--- config.mk ---
export PLATFORM = sky130hd
export DESIGN_NAME = electrode_packet_deframer
export DESIGN_NICKNAME = d
export VERILOG_FILES = /design/src/epd_pkg.sv /design/src/electrode_packet_deframer.sv
export SDC_FILE = /design/constraint.sdc
export NUM_CORES = 2
export LEC_CHECK = 0
export BUFFER_PORTS_ARGS = -buffer_cell sky130_fd_sc_hd__buf_2
export CORE_MARGIN = 1.5
export CORE_UTILIZATION = 64
export DETAILED_ROUTE_END_ITERATION = 6
export GPL_ROUTABILITY_DRIVEN = 1
export HOLD_SLACK_MARGIN = 0.06
export PLACE_DENSITY = 0.82
export SLEW_MARGIN = 30
export SYNTH_ARGS = -nofsm -noshare
export SYNTH_HDL_FRONTEND = slang
export SYNTH_SLANG_ARGS = --single-unit
--- constraint.sdc ---
create_clock -name clk -period 13.5 [get_ports clk]
set_input_delay 0 -clock clk [delete_from_list [all_inputs] [get_ports clk]]
set_output_delay 0 -clock clk [all_outputs]
set_load 0.05 [all_outputs]
--- src/epd_pkg.sv ---
package epd_pkg;

  localparam int SAMPLE_BYTES = 131;
  localparam int HEADER_BYTES = 8;

  localparam int HDR_CNT_W = 4;
  localparam int POS_W     = 8;
  localparam int CHAN_W    = 7;
  localparam int VAL_W     = 12;
  localparam int FRAME_W   = 64;
  localparam int OFFSET_W  = 32;
  localparam int SPP_W     = 16;
  localparam int ERR_W     = 32;
  localparam int CONT_W    = 2;

  localparam int OUT_TDATA_W = 120;
  localparam int OUT_TUSER_W = 2;

  // sample byte slots: the first silent slot and the slots that carry the DAC words
  localparam logic [POS_W-1:0] POS_FIRST_SILENT = 8'd126;
  localparam logic [POS_W-1:0] POS_DAC_ONE      = 8'd128;
  localparam logic [POS_W-1:0] POS_DAC_TWO      = 8'd129;
  localparam logic [POS_W-1:0] POS_DAC_HIGH     = 8'd130;

  localparam logic [CHAN_W-1:0] CHAN_DAC_ONE = 7'd126;
  localparam logic [CHAN_W-1:0] CHAN_DAC_TWO = 7'd127;

  // configuration register indexes
  localparam logic REG_FRAME_OFFSET       = 1'b0;
  localparam logic REG_SAMPLES_PER_PACKET = 1'b1;

  localparam logic [SPP_W-1:0] SPP_RESET = 16'd256;

  // continuity codes
  localparam logic [CONT_W-1:0] CONT_IN_ORDER = 2'd0;
  localparam logic [CONT_W-1:0] CONT_GAP      = 2'd1;
  localparam logic [CONT_W-1:0] CONT_BEHIND   = 2'd2;

  typedef struct packed {
    logic               sample_valid;
    logic [CHAN_W-1:0]  channel;
    logic [VAL_W-1:0]   sample_value;
    logic               header_valid;
    logic [FRAME_W-1:0] frame_number;
    logic [CONT_W-1:0]  continuity;
    logic [ERR_W-1:0]   error_total;
    logic               last_of_run;
  } res_t;

endpackage

--- src/electrode_packet_deframer.sv ---
// Order: an accepted byte is registered in the input stage, whose results are then written
//   into the four-entry result queue and are taken from its head, behind any queued results.
// Throughput: one byte per cycle while out_tready holds high; the DAC high byte makes two
//   results, which the queue absorbs and the silent slots drain, so in_tready drops only
//   when the output stalls.
// Reset (rst_n low, synchronous): header phase, counters and holds zero, offset 0, spp 256.
module electrode_packet_deframer (
  input  logic                             clk,
  input  logic                             rst_n,
  // input stream
  input  logic                             in_tvalid,
  output logic                             in_tready,
  input  logic [7:0]                       in_tdata,   // [7:0] data_byte
  input  logic [0:0]                       in_tuser,   // [0] packet_start
  // result stream
  output logic                             out_tvalid,
  input  logic                             out_tready,
  // [6:0] channel, [18:7] sample_value, [82:19] frame_number,
  // [84:83] continuity, [116:85] error_total, [119:117] zero
  output logic [epd_pkg::OUT_TDATA_W-1:0]  out_tdata,
  output logic [epd_pkg::OUT_TUSER_W-1:0]  out_tuser,  // [0] sample_valid, [1] header_valid
  output logic                             out_tlast,  // last_of_run
  // configuration writes
  input  logic                             cfg_wr_en,
  input  logic                             cfg_addr,
  input  logic [31:0]                      cfg_wdata
);
  import epd_pkg::*;

  localparam int QDEPTH = 4;
  localparam int QPTR_W = 2;
  localparam int QCNT_W = 3;

  // what the input stage hands to the result stage
  typedef enum logic [1:0] {
    K_NONE,
    K_HEADER,
    K_SAMPLE,
    K_DAC_PAIR
  } kind_t;

  // ---------------------------------------------------------------------------
  // Configuration registers
  // ---------------------------------------------------------------------------
  logic [OFFSET_W-1:0] offset_r;
  logic [SPP_W-1:0]    spp_r;

  // ---------------------------------------------------------------------------
  // Parse state
  // ---------------------------------------------------------------------------
  logic [HDR_CNT_W-1:0] hdr_cnt_r,  hdr_cnt_nxt;
  logic [FRAME_W-1:0]   acc_r,      acc_nxt;
  logic [POS_W-1:0]     byte_pos_r, byte_pos_nxt;
  logic [VAL_W-1:0]     dac_one_r,  dac_one_nxt;
  logic [VAL_W-1:0]     dac_two_r,  dac_two_nxt;
  logic [FRAME_W-1:0]   last_frame_r, last_frame_nxt;
  logic [ERR_W-1:0]     err_cnt_r,    err_cnt_nxt;

  // input stage register
  kind_t               s1_kind_r,  s1_kind_nxt;
  logic [FRAME_W-1:0]  s1_frame_r, s1_frame_nxt;
  logic [CHAN_W-1:0]   s1_chan_r,  s1_chan_nxt;
  logic [VAL_W-1:0]    s1_val_r,   s1_val_nxt;
  logic [VAL_W-1:0]    s1_dac2_r,  s1_dac2_nxt;

  // result queue
  res_t              q_mem [QDEPTH];
  logic [QPTR_W-1:0] wr_ptr_r, rd_ptr_r;
  logic [QCNT_W-1:0] q_cnt_r;

  logic              in_acc;
  logic              out_pop;
  logic [QCNT_W-1:0] s1_res;
  logic [1:0]        in_res_max;
  logic [1:0]        push_n;
  res_t              res0, res1;

  logic                 ps;
  logic [7:0]           b;
  logic [HDR_CNT_W-1:0] hc;
  logic [FRAME_W-1:0]   acc;
  logic [POS_W-1:0]     pos;
  logic [POS_W:0]       pos_inc;

  logic [FRAME_W-1:0]   diff;
  logic                 diff_neg;
  logic                 is_gap;
  logic                 is_behind;
  logic [CONT_W-1:0]    cont;

  assign b  = in_tdata;
  assign ps = in_tuser[0];

  // results held in the input stage
  always_comb begin
    unique case (s1_kind_r)
      K_NONE:     s1_res = 3'd0;
      K_DAC_PAIR: s1_res = 3'd2;
      default:    s1_res = 3'd1;
    endcase
  end

  // most results the next byte can make: two only on the DAC high byte of a sample
  assign in_res_max = (hdr_cnt_r == 4'(HEADER_BYTES) && byte_pos_r == POS_DAC_HIGH) ?
                      2'd2 : 2'd1;

  // take a byte only if the queue has room for everything in flight plus its results
  assign in_tready = ({1'b0, q_cnt_r} + {1'b0, s1_res} + {2'b00, in_res_max}) <=
                     4'(QDEPTH);
  assign in_acc    = in_tvalid && in_tready;

  assign out_tvalid = (q_cnt_r != '0);
  assign out_pop    = out_tvalid && out_tready;

  // ---------------------------------------------------------------------------
  // Input stage: header assembly and sample slot decode
  // ---------------------------------------------------------------------------
  always_comb begin
    // packet_start restarts the header from this byte
    hc  = ps ? '0 : hdr_cnt_r;
    acc = ps ? '0 : acc_r;
    pos = ps ? '0 : byte_pos_r;

    hdr_cnt_nxt  = hc;
    acc_nxt      = acc;
    byte_pos_nxt = pos;
    dac_one_nxt  = dac_one_r;
    dac_two_nxt  = dac_two_r;
    s1_kind_nxt  = K_NONE;
    s1_chan_nxt  = '0;
    s1_val_nxt   = '0;
    s1_dac2_nxt  = '0;
    pos_inc      = {1'b0, pos} + 9'd1;

    if (hc < 4'(HEADER_BYTES)) begin
      // little-endian byte lane select
      for (int i = 0; i < HEADER_BYTES; i++) begin
        acc_nxt[i*8 +: 8] = acc[i*8 +: 8] | ((hc[2:0] == 3'(i)) ? b : 8'h00);
      end
      if (hc == 4'(HEADER_BYTES - 1)) begin
        hdr_cnt_nxt  = 4'(HEADER_BYTES);
        byte_pos_nxt = '0;
        s1_kind_nxt  = K_HEADER;
      end else begin
        hdr_cnt_nxt = hc + 4'd1;
      end
    end else begin
      byte_pos_nxt = (pos_inc >= 9'(SAMPLE_BYTES)) ? '0 : pos_inc[POS_W-1:0];
      if (pos < POS_FIRST_SILENT) begin
        s1_kind_nxt = K_SAMPLE;
        s1_chan_nxt = pos[CHAN_W-1:0];
        s1_val_nxt  = {b, 4'b0000};
      end else if (pos == POS_DAC_ONE) begin
        dac_one_nxt = {2'b00, b, 2'b00};
      end else if (pos == POS_DAC_TWO) begin
        dac_two_nxt = {2'b00, b, 2'b00};
      end else if (pos == POS_DAC_HIGH) begin
        // add the two high fields, wrap to 12 bits
        dac_one_nxt = dac_one_r + {b[1:0], 10'b0};
        dac_two_nxt = dac_two_r + {b[3:2], 10'b0};
        s1_kind_nxt = K_DAC_PAIR;
        s1_val_nxt  = dac_one_nxt;
        s1_dac2_nxt = dac_two_nxt;
      end
    end

    s1_frame_nxt = acc_nxt - FRAME_W'(offset_r);
  end

  // ---------------------------------------------------------------------------
  // Result stage: continuity check and result build
  // ---------------------------------------------------------------------------
  always_comb begin
    diff      = s1_frame_r - last_frame_r;
    diff_neg  = diff[FRAME_W-1];
    is_gap    = !diff_neg && (diff > FRAME_W'(spp_r));
    is_behind = !is_gap && (diff_neg || (diff < FRAME_W'(spp_r)));

    if (is_gap) begin
      cont = CONT_GAP;
    end else if (is_behind) begin
      cont = CONT_BEHIND;
    end else begin
      cont = CONT_IN_ORDER;
    end

    last_frame_nxt = last_frame_r;
    err_cnt_nxt    = err_cnt_r;
    res0           = '0;
    res1           = '0;
    push_n         = 2'd0;

    unique case (s1_kind_r)
      K_HEADER: begin
        last_frame_nxt = s1_frame_r;
        if (cont != CONT_IN_ORDER && err_cnt_r != '1) begin
          err_cnt_nxt = err_cnt_r + 32'd1;
        end
        res0.header_valid = 1'b1;
        res0.frame_number = s1_frame_r;
        res0.continuity   = cont;
        res0.error_total  = err_cnt_nxt;
        res0.last_of_run  = 1'b1;
        push_n            = 2'd1;
      end
      K_SAMPLE: begin
        res0.sample_valid = 1'b1;
        res0.channel      = s1_chan_r;
        res0.sample_value = s1_val_r;
        res0.last_of_run  = 1'b1;
        push_n            = 2'd1;
      end
      K_DAC_PAIR: begin
        res0.sample_valid = 1'b1;
        res0.channel      = CHAN_DAC_ONE;
        res0.sample_value = s1_val_r;
        res1.sample_valid = 1'b1;
        res1.channel      = CHAN_DAC_TWO;
        res1.sample_value = s1_dac2_r;
        res1.last_of_run  = 1'b1;
        push_n            = 2'd2;
      end
      default: begin
        push_n = 2'd0;
      end
    endcase
  end

  // ---------------------------------------------------------------------------
  // Control and state registers
  // ---------------------------------------------------------------------------
  always_ff @(posedge clk) begin
    if (!rst_n) begin
      offset_r     <= '0;
      spp_r        <= SPP_RESET;
      hdr_cnt_r    <= '0;
      acc_r        <= '0;
      byte_pos_r   <= '0;
      dac_one_r    <= '0;
      dac_two_r    <= '0;
      last_frame_r <= '0;
      err_cnt_r    <= '0;
      s1_kind_r    <= K_NONE;
      wr_ptr_r     <= '0;
      rd_ptr_r     <= '0;
      q_cnt_r      <= '0;
    end else begin
      if (cfg_wr_en) begin
        unique case (cfg_addr)
          REG_FRAME_OFFSET:       offset_r <= cfg_wdata;
          REG_SAMPLES_PER_PACKET: spp_r    <= cfg_wdata[SPP_W-1:0];
          default:                offset_r <= offset_r;
        endcase
      end

      // advance parse state on every accepted request
      if (in_acc) begin
        hdr_cnt_r  <= hdr_cnt_nxt;
        acc_r      <= acc_nxt;
        byte_pos_r <= byte_pos_nxt;
        dac_one_r  <= dac_one_nxt;
        dac_two_r  <= dac_two_nxt;
        s1_kind_r  <= s1_kind_nxt;
      end else begin
        s1_kind_r  <= K_NONE;
      end

      last_frame_r <= last_frame_nxt;
      err_cnt_r    <= err_cnt_nxt;

      wr_ptr_r <= wr_ptr_r + QPTR_W'(push_n);
      if (out_pop) begin
        rd_ptr_r <= rd_ptr_r + 2'd1;
      end
      q_cnt_r <= q_cnt_r + QCNT_W'(push_n) - QCNT_W'(out_pop);
    end
  end

  // payload registers: no reset needed
  always_ff @(posedge clk) begin
    if (in_acc) begin
      s1_frame_r <= s1_frame_nxt;
      s1_chan_r  <= s1_chan_nxt;
      s1_val_r   <= s1_val_nxt;
      s1_dac2_r  <= s1_dac2_nxt;
    end
    if (push_n != 2'd0) begin
      q_mem[wr_ptr_r] <= res0;
    end
    if (push_n == 2'd2) begin
      q_mem[wr_ptr_r + 2'd1] <= res1;
    end
  end

  // ---------------------------------------------------------------------------
  // Output mapping
  // ---------------------------------------------------------------------------
  res_t head;
  assign head = q_mem[rd_ptr_r];

  assign out_tdata = {3'b000, head.error_total, head.continuity, head.frame_number,
                      head.sample_value, head.channel};
  assign out_tuser = {head.header_valid, head.sample_valid};
  assign out_tlast = head.last_of_run;

  // ---------------------------------------------------------------------------
  // Assertions
  // ---------------------------------------------------------------------------
  a_queue_bound: assert property (@(posedge clk) disable iff (!rst_n)
    (q_cnt_r + s1_res) <= 3'(QDEPTH))
    else $error("result queue overflow");

  a_start_restarts: assert property (@(posedge clk) disable iff (!rst_n)
    (in_acc && ps) |=> (hdr_cnt_r == 4'd1))
    else $error("packet start did not restart the header");

  a_err_monotonic: assert property (@(posedge clk) disable iff (!rst_n)
    $past(rst_n) |-> (err_cnt_r >= $past(err_cnt_r)))
    else $error("error count went down");

  a_pos_range: assert property (@(posedge clk) disable iff (!rst_n)
    byte_pos_r < 8'(SAMPLE_BYTES))
    else $error("byte position out of sample range");

endmodule

==> results by group <==
Worst hold path
  • Worst hold path depth: 4
  • Hold endpoint: spp_r[4]
  • HP Class: in -> reg
  • Hold_sp: cfg_wr_en

Synth
  • Post-synth EDFFs: 171
  • Register bit total from synthesis: 818
  • Ys flop type: dfxtp_1
  • Async SR Flop Fraction: 0%
  • Syn Inst Count: 4822
  • Seq/Total Area, Yosys: 43.0%
  • Synth Area per Inst: 8.72 um2
  • Synthesized area: 42100 um2
  • Post-synthesis cell type count: 90
  • Yosys warnings: 0

Floorplan
  • Row Count: 93
  • Die Span X: 259 um
  • DIE AREA: 67300 um2
  • Die Ht: 259 um
  • # IOs: 172
  • CORE AREA: 64700 um2
  • Starting Density: 65.0%

Worst setup path
  • R2R Path End: q_mem[0][8]
  • Crit path DAT: 6.80 ns
  • Crit path launch type: flop
  • CP max FO: 111
  • CP required: 14.02 ns
  • Setup CP Type: reg -> reg
  • Reg2reg setup slack: 7.22 ns
  • Reg2Reg Depth: 13
  • Worst Setup End Kind: flop
  • Reg2reg start: err_cnt_r[3]

STA
  • Clock skew: 0.0359 ns
  • Final Max Slew Viols: 0
  • Fin crit share: 46.5%
  • Fin. Hold Viols: 0
  • Worst relative slew slack: 30.9%
  • Setup tns final: 0 ns
  • Final min period: 6.28 ns
  • Slew @ Worst Pin: 1.04 ns
  • Setup violators final: 0
  • RSZ-0062 raised after global routing: no
  • Fmax: 0.159 GHz

Pwr
  • Sequential Power Share: 36.1%
  • Clock Power Share: 29.7%
  • Max IR drop VDD: 0.000132 V
  • Combinational group share of total power: 34.2%
  • Switch Pwr: 2.96 mW
  • Power per standard cell area: 172 nW/um2
  • Power consumption: 7.96 mW
  • Int Pwr: 5.00 mW
  • Static Leakage: 16.8 nW
  • Switching part of the total: 37.2%

Clock tree
  • TritonCTS clock tree: yes
  • Clock buffer count from CTS: 85
  • Clk slew on worst S/H paths: 0.06 ns
  • CTS Buffer Depth: 3
  • CTS Root Cell: clkbuf_16
  • Total number of clock tree sinks: 818
  • H-tree Lvls: 3
  • Post-CTS Setup Repair Bufs: 0
  • Clock Latency Late Sink: 0.65 ns

Place
  • Port bufs: 168
  • Routability cong.: 1.05
  • HPWL after DPL: 82.5 mm

Layout
  • Syn-to-layout area delta: 10.1%
  • Nets: 4998
  • FILL cells: 4922
  • Share of post-route cells with drive strength above 1: 10.5%

Global route
  • Initial antenna violation count: 5
  • Vias in the first global route: 35500
  • Grt total ovfl: 0
  • Largest net degree at the start of global routing: 112
  • GRT Util Overall: 36.9%
  • First-pass GRT wire length: 198 mm

Detailed routing
  • Vias per inst: 6.60
  • Iter 0 DRT Violations: 4720
  • Per-cell routed wire length: 22.1 um
  • Vias: 37800
  • Remaining DRCs: 1
  • First-pass DRT Iterations: 7
  • Post-Route WL: 127 mm
  • Post-route ant nets: 0

Status
  • Status: finished, violations left
  • Failing checks: design-rule violations

Flow run
  • Max cap viols: 0
-- synthesized netlist by cell type (10+ instances only) --
cell type | n | area share (%)
nand4_1 | 59 | 0.88
nor3b_1 | 10 | 0.18
or2_2 | 14 | 0.21
a32oi_1 | 76 | 1.6
or3_1 | 52 | 0.77
mux2i_1 | 32 | 0.76
nor2_1 | 283 | 2.5
buf_4 | 10 | 0.18
a21o_1 | 42 | 0.75
o22ai_1 | 26 | 0.39
and2_1 | 36 | 0.54
a21boi_0 | 13 | 0.23
a32o_1 | 40 | 0.95
a31oi_1 | 36 | 0.54
xnor2_1 | 55 | 1.1
o211ai_1 | 17 | 0.30
o21ai_1 | 10 | 0.12
or4_1 | 72 | 1.3
nand3_1 | 270 | 3.2
xor2_1 | 52 | 1.1
inv_1 | 201 | 1.8
o21a_1 | 20 | 0.36
nand2b_1 | 27 | 0.40
dfxtp_1 | 647 | 31
o21bai_1 | 14 | 0.25
a22o_1 | 12 | 0.25
mux4_2 | 119 | 6.4
nand4b_1 | 20 | 0.42
clkbuf_1 | 284 | 2.5
and3_1 | 25 | 0.37
nor4_1 | 32 | 0.48
a21oi_1 | 336 | 4.0
nor3_1 | 47 | 0.56
o21ai_0 | 422 | 5.0
ha_1 | 133 | 4.0
nand2_1 | 811 | 7.2
o31ai_1 | 10 | 0.18
buf_1 | 42 | 0.37
a22oi_1 | 16 | 0.29
nor2b_1 | 28 | 0.42
edfxtp_1 | 171 | 12
a211oi_1 | 52 | 0.93
buf_2 | 24 | 0.29
-- per-layer routing --
layer / vias to the layer above / track usage (%) / part of all wire (%)
li1: 17400 / - / -
met1: 18100 / 50.8 / 41
met2: 2040 / 57.7 / 46
met3: 311 / 6.34 / 9.2
met4: 0 / 15.4 / 4.2
met5: - / 0 / 0
-- cell type report --
class	instances	area (um2)	share of cell area, %
Sequential cell	818	18100	39.1
Tap cell	855	1070	2.31
Clock buffer	107	2350	5.08
Antenna cell	3	7.51	0.0162
Inverter	203	769	1.66
Multi-Input combinational cell	3441	21800	47.2
Timing Repair Buffer	263	1720	3.71
Clock inverter	44	459	0.991
-- state kept, by name, summed over array words and instances (netlist names), 16 cells and up, named ones only --
signal	flops
acc_r	64
err_cnt_r	32
last_frame_r	64
offset_r	32
q_mem	476
s1_frame_r	64
spp_r	16
-- worst max-delay path, cell delays in order (launching register included) --
cell and delay (ns):
dfxtp_1 0.63, and4_1 0.37, nand4_1 0.46, or3_1 0.69, nor2_1 0.25, nand4_1 0.42
nor2_1 0.21, nand3_1 0.34, nor2_1 0.39, nand3_1 0.47, nand2_4 0.53, buf_4 0.85
nor4_1 0.13, a311o_1 0.35
-- cell families after synthesis --
group,after synthesis,share of synthesized area (%)
muxes,154,7.21
and+or+nand+nor,1815,20.1
buffers and inverters,569,5.35
DFF,818,43.0
adders and majority gates,139,4.24
other,1,0.00892
AOI/OAI and AO/OA,1219,17.9
xor gates and xnor gates,107,2.23
-- metrics by stage --
step | instance area, um2 | util [%] | hold WS [ns] | setup WS, ns | std cells
floorplan | 42100 | - | 0.136 | 7.07 | 4828
global placement | 42900 | 66.3 | 0.240 | 7.61 | 5522
detailed placement | 42900 | 66.3 | 0.245 | 7.51 | 5523
CTS | 46300 | 71.6 | 0.0693 | 7.47 | 5731
global route | 46300 | 71.6 | 0.149 | 6.69 | 5731
finish | 46300 | 71.6 | 0.109 | 7.22 | 5734
-- worst max-delay path by stage --
stage	from	end	slack [ns]	cells after the start
global route	err_cnt_r[3]	q_mem[0][8]	6.69	13
CTS	err_cnt_r[3]	q_mem[0][8]	7.47	13
finish	err_cnt_r[3]	q_mem[0][8]	7.22	13
detailed placement	s1_frame_r[0]	q_mem[0][8]	7.51	19
floorplan	hdr_cnt_r[2]	s1_chan_r[0]	7.07	11
global placement	err_cnt_r[3]	q_mem[0][8]	7.61	13
-- power by group through the flow --
| stage | combinational (mW) | clock, mW | sequential (mW) |
|---|---|---|---|
| after detailed placement | 2.61 | 0 | 2.92 |
| after global routing | 2.91 | 2.47 | 2.89 |
| after CTS | 2.64 | 2.38 | 2.87 |
| after global placement | 2.59 | 0 | 2.93 |
| final | 2.72 | 2.36 | 2.88 |
| after floorplan | 1.92 | 0 | 2.82 |
-- repair_timing --
item,in CTS,in global routing
hold endpoints to repair,145,0
gates resized for setup,0,0
hold buffers,57,0
-- cells in the final DEF, fill, tap and decap left out, types with 87 or more instances in the layout --
cell type,n
buf_2,168
dfxtp_1,645
nand2_1,810
inv_1,200
o21ai_0,422
clkbuf_16,87
a21oi_1,333
mux4_2,119
edfxtp_1,171
ha_1,131
nand3_1,270
nor2_1,279
Note: power is estimated with default switching activity, not from simulation.
